--- src/design/rsst_pkg.sv ---
// Shared types, constants and register codes for the running statistics tracker.
`default_nettype none
package rsst_pkg;

	localparam int AccW = 160;
	localparam int FacW = 80;
	localparam int LenW = 7;
	localparam int DvsW = 17;

	localparam logic [1:0] OP_ADD   = 2'd0;
	localparam logic [1:0] OP_MERGE = 2'd1;
	localparam logic [1:0] OP_CLEAR = 2'd2;

	localparam logic [1:0] REG_TOL = 2'd0;
	localparam logic [1:0] REG_MIN_SMP = 2'd1;
	localparam logic [1:0] REG_MIN_TOT = 2'd2;
	localparam logic [1:0] REG_BY_INV = 2'd3;

	localparam logic [15:0] TOL_RESET = 16'd6554;
	localparam logic [15:0] CNT_MAX = 16'hFFFF;
	localparam logic [63:0] VAR_DEFAULT = 64'd1000000;
	localparam logic [11:0] K_LHS = 12'd2401;
	localparam logic [9:0] K_RHS = 10'd625;

	typedef enum logic {
		ALU_MUL,
		ALU_DIV
	} alu_op_t;

	typedef struct packed {
		logic start;
		alu_op_t op;
		logic [AccW-1:0] a;
		logic [FacW-1:0] b;
		logic [LenW-1:0] len;
	} alu_cmd_t;

	typedef struct packed {
		logic done;
		logic [AccW-1:0] res;
	} alu_rsp_t;

	typedef struct packed {
		logic [15:0] tol;
		logic [15:0] min_smp;
		logic [39:0] min_tot;
		logic by_inv;
	} cfg_t;

endpackage
`default_nettype wire

--- src/design/rsst_cfg.sv ---
// APB register file for tolerance, minimum count, minimum total time and mode.
`default_nettype none
module rsst_cfg (
	input  wire logic clk,
	input  wire logic arst_n,
	input  wire logic psel,
	input  wire logic penable,
	input  wire logic pwrite,
	input  wire logic [4:0] paddr,
	input  wire logic [63:0] pwdata,
	output logic [63:0] prdata,
	output logic pready,
	output rsst_pkg::cfg_t cfg
);

	rsst_pkg::cfg_t cfg_q;

	always_ff @(posedge clk or negedge arst_n) begin
		if (!arst_n) begin
			cfg_q.tol <= rsst_pkg::TOL_RESET;
			cfg_q.min_smp <= '0;
			cfg_q.min_tot <= '0;
			cfg_q.by_inv <= 1'b0;
		end else if (psel && penable && pwrite) begin
			unique case (paddr[4:3])
				rsst_pkg::REG_TOL: cfg_q.tol <= pwdata[15:0];
				rsst_pkg::REG_MIN_SMP: cfg_q.min_smp <= pwdata[15:0];
				rsst_pkg::REG_MIN_TOT: cfg_q.min_tot <= pwdata[39:0];
				rsst_pkg::REG_BY_INV: cfg_q.by_inv <= pwdata[0];
			endcase
		end
	end

	always_comb begin
		unique case (paddr[4:3])
			rsst_pkg::REG_TOL: prdata = {48'd0, cfg_q.tol};
			rsst_pkg::REG_MIN_SMP: prdata = {48'd0, cfg_q.min_smp};
			rsst_pkg::REG_MIN_TOT: prdata = {24'd0, cfg_q.min_tot};
			rsst_pkg::REG_BY_INV: prdata = {63'd0, cfg_q.by_inv};
		endcase
	end

	assign pready = 1'b1;
	assign cfg = cfg_q;

endmodule
`default_nettype wire

--- config.mk ---
export PLATFORM = sky130hd
export DESIGN_NAME = rsst_cfg
export DESIGN_NICKNAME = d
export VERILOG_FILES = /design/src/design/rsst_pkg.sv /design/src/design/rsst_cfg.sv
export SDC_FILE = /design/constraint.sdc
export NUM_CORES = 1
export LEC_CHECK = 0
export BUFFER_PORTS_ARGS = -buffer_cell sky130_fd_sc_hd__buf_2
export CAP_MARGIN = 20
export CORE_MARGIN = 4
export CORE_UTILIZATION = 40
export CTS_BUF_LIST = sky130_fd_sc_hd__clkbuf_4 sky130_fd_sc_hd__clkbuf_8 sky130_fd_sc_hd__clkbuf_16
export CTS_CLUSTER_SIZE = 30
export DETAILED_ROUTE_END_ITERATION = 7
export PLACE_DENSITY = 0.86
export SLEW_MARGIN = 20
export SYNTH_ARGS = -nofsm -noshare
export SYNTH_HDL_FRONTEND = slang
export SYNTH_SLANG_ARGS = --single-unit
--- constraint.sdc ---
create_clock -name clk -period 1.8 [get_ports clk]
set_clock_uncertainty 0.05 [all_clocks]
set_input_delay 0.36 -clock clk [delete_from_list [all_inputs] [get_ports clk]]
set_output_delay 0.36 -clock clk [all_outputs]
set_load 0.02 [all_outputs]
==> impl_results.md <==
- Status: finished clean
- Post-synth EDFFs: 0
- Sequential share of the synthesized area: 0.527
- Largest register FFs: 73
- Maximum VDD drop: 0.612 mV
- Total GRT Usage: 0.174
- Synthesized cell area: 3480 µm²
- Synthesis-stage register bit count: 73
- Layout cells sized above 1: 0.617
- Crit end category: output pin
- Synth warn: 0
- Initial detailed-routing violation count: 28
- HP Class: in -> reg
- Largest family of logic cells by synthesized area: multiplexers
- Final period utilization: 0.980
- Yosys cell types: 21
- Leading post-synthesis cells by cell area: dfrtp_1, mux2_2, buf_4
- Routability-driven placement congestion ratio: 0.728
- DP HPWL: 6660 µm
- FP Rows: 33
- CTS buffer count: 9
- Initial core utilization: 0.417
- CTS tree: yes
- FFs w/ async S/R, synth: 1.00
- Leakage Power: 2.44 nW
- H-tree depth: 3
- WP data arrival: 1.35 ns
- Final hold vios: 0
- ANT cells: 0
- Final Max Tran Viols: 0
- First-pass GRT wire length: 13900 µm
- Prevailing post-synth register cell: dfrtp_1
- Worst setup path class: reg -> out
- DR vias/cell: 4.73
- CORE AREA: roughly 8300 µm²
- Vias: 2581
- Period minus WS final: ~1.8 ns
- Antenna Nets Post-Route: 0
- Post-synthesis cell count: 265
- Initial antenna violation count: 0
- Cell taking the most area after synthesis: dfrtp_1
- Setup violators final: 0
- Design area: 4650 µm²
- Nets: 510
- Worst path max stage delay: 0.48 ns
- CTS Sinks: 73
- Chip Height: between 100 and 150 µm
- Worst-path clk slew: 0.08 ns
- Yosys top cell area share: 0.474
- MaxCap Viol Count: 0
- Mux cell area share after synthesis: 0.296
- Post-Synth Simple-Gate Area: 0.0773
- CP required: between 1 and 1.5 ns
- Vias in the first global route: 2706
- Mean Syn Cell Area: 13.1 µm²
- Skew-Pair Late Insertion Delay: 0.33 ns
- TritonRoute pass-1 iters: 4
- Fmax: ~570 MHz
- Worst hold margin: 0.201 ns
- CTS max path bufs: 2
- DRC Markers: 0
- Post-Place Cells: 529
- Worst path cell trace: mux4_2 -> buf_6
- Final Core Density: 0.558
- Die area: 10300 µm²
- CP Launch Type: register
- Postcts setup bufs: 0
- DP Area: 4400 µm²
- WL/cell: 16.0 µm
- RSZ-0062 raised after global routing: true
- PortBufs: 159
- Post-synthesis compound-gate area fraction: 0.0216
- Power Dens Cells: 1230 nW/µm²
- Width of the die: 101 µm
- Largest net degree at the start of global routing: 35
- Synth Area in Adders: 0
- Finished Layout Cells: 546
- Critical-path maximum fanout: 3
- Area Growth Syn to Fin: 33.6%
- CP max-delay cell: mux4_2
- Clock root buffer: clkbuf_8
- XOR/XNOR Fraction of Synth Area: 0
- I/O pin total: 212
- Final WL: just under 9000 µm
- Grt ovf: 0
[placed cells by master (no fill, tap or decap)]
| cell type | synthesis | layout |
|---|---|---|
| or3b_1 | 1 | 1 |
| mux2_1 | 3 | 3 |
| clkbuf_8 | 0 | 10 |
| mux2_4 | 10 | 10 |
| buf_12 | 0 | 3 |
| buf_4 | 26 | 12 |
| buf_6 | 1 | 3 |
| nor2b_1 | 2 | 2 |
| conb_1 | 2 | 25 |
| clkbuf_4 | 0 | 1 |
| dlygate4sd3_1 | 0 | 1 |
| clkinvlp_4 | 0 | 2 |
| nor3_4 | 1 | 1 |
| o21ai_0 | 15 | 6 |
| inv_6 | 0 | 1 |
| nor2_1 | 1 | 1 |
| clkinv_2 | 0 | 1 |
| nand2_1 | 16 | 16 |
| buf_2 | 9 | 156 |
| nand3_2 | 1 | 1 |
| mux4_2 | 1 | 1 |
| and2_1 | 24 | 24 |
| o21ai_1 | 0 | 9 |
| mux2_2 | 60 | 60 |
| nor3b_2 | 0 | 1 |
| bufinv_16 | 0 | 2 |
| dfstp_2 | 7 | 7 |
| mux2i_1 | 15 | 15 |
| dfrtp_1 | 66 | 66 |
[path summary, 6_finish.rpt]
| kind | startpoint | endpoint | slack (ns) | depth (start not counted) |
|---|---|---|---|---|
| worst min-delay path | pwdata[24] | cfg[25] | 0.20 | 2 |
| min in group asynchronous | arst_n | cfg[46] | 0.48 | 2 |
| worst max-delay path | cfg[0] | prdata[0] | 0.04 | 2 |
| worst min register to register | cfg[7] | cfg[7] | 0.46 | 1 |
| worst max register to register | cfg[6] | cfg[6] | 0.94 | 1 |
| max in group asynchronous | arst_n | cfg[69] | 0.61 | 3 |
[cell type report]
class                   count  area, µm²
well taps                 105        131
flip-flops and latches     73       1840
multi-input cells         176       1480
repair buffers            176        982
fillers                   723       3690
clock buffers              10        138
clock inverters             6       88.8
[per-stage QoR]
stage               total power [mW]  setup WS, ns  setup TNS, ns
finish                          5.71        0.0363              0
global route                    6.03      -0.00891       -0.00891
CTS                             5.77       0.00961              0
detailed placement              4.32        0.0414              0
global placement                4.24        0.0677              0
floorplan                       3.58        0.0292              0
[layer usage]
metal  vias to the layer above  global-route usage  share of wire  routed length [µm]
met5                         -                   0              0                   0
met4                         0              0.0603          0.018                 154
met3                        14              0.0468          0.071                 615
met2                       105               0.308           0.53                4660
met1                      1262               0.203           0.38                3300
li1                       1200                   -              -                   -
[logic make-up after synthesis]
logic type	Yosys count
mux	89
simple gates	47
compound gates	15
other cells	2
buf+inv	39
flops	73
[report_power, final]
part	switching [mW]	internal, mW	leakage, nW
Clock	0.620	0.821	0.109
Sequential	0.272	2.05	0.883
Combinational	1.15	0.796	1.45
[Yosys cell counts (2+ instances only)]
| cell | instances |
|---|---|
| dfrtp_1 | 66 |
| mux2_2 | 60 |
| buf_4 | 26 |
| and2_1 | 24 |
| nand2_1 | 16 |
| mux2i_1 | 15 |
| o21ai_0 | 15 |
| mux2_4 | 10 |
| buf_2 | 9 |
| dfstp_2 | 7 |
| clkbuf_1 | 3 |
| mux2_1 | 3 |
| conb_1 | 2 |
| nor2b_1 | 2 |
[worst max-delay path: cells and delay by family (launching register included)]
kind / cells / cell delay [ns]
DFF: 1 / 0.39
muxes: 1 / 0.48
buffers and inverters: 1 / 0.15
[what timing repair did]
| action | in CTS | in global routing |
|---|---|---|
| setup endpoints to repair | 0 | 32 |
| gates resized for setup | 0 | 5 |
| hold endpoints to repair | 26 | 0 |
| hold buffers | 1 | 0 |
No activity file was read; power rests on OpenSTA's default activity.
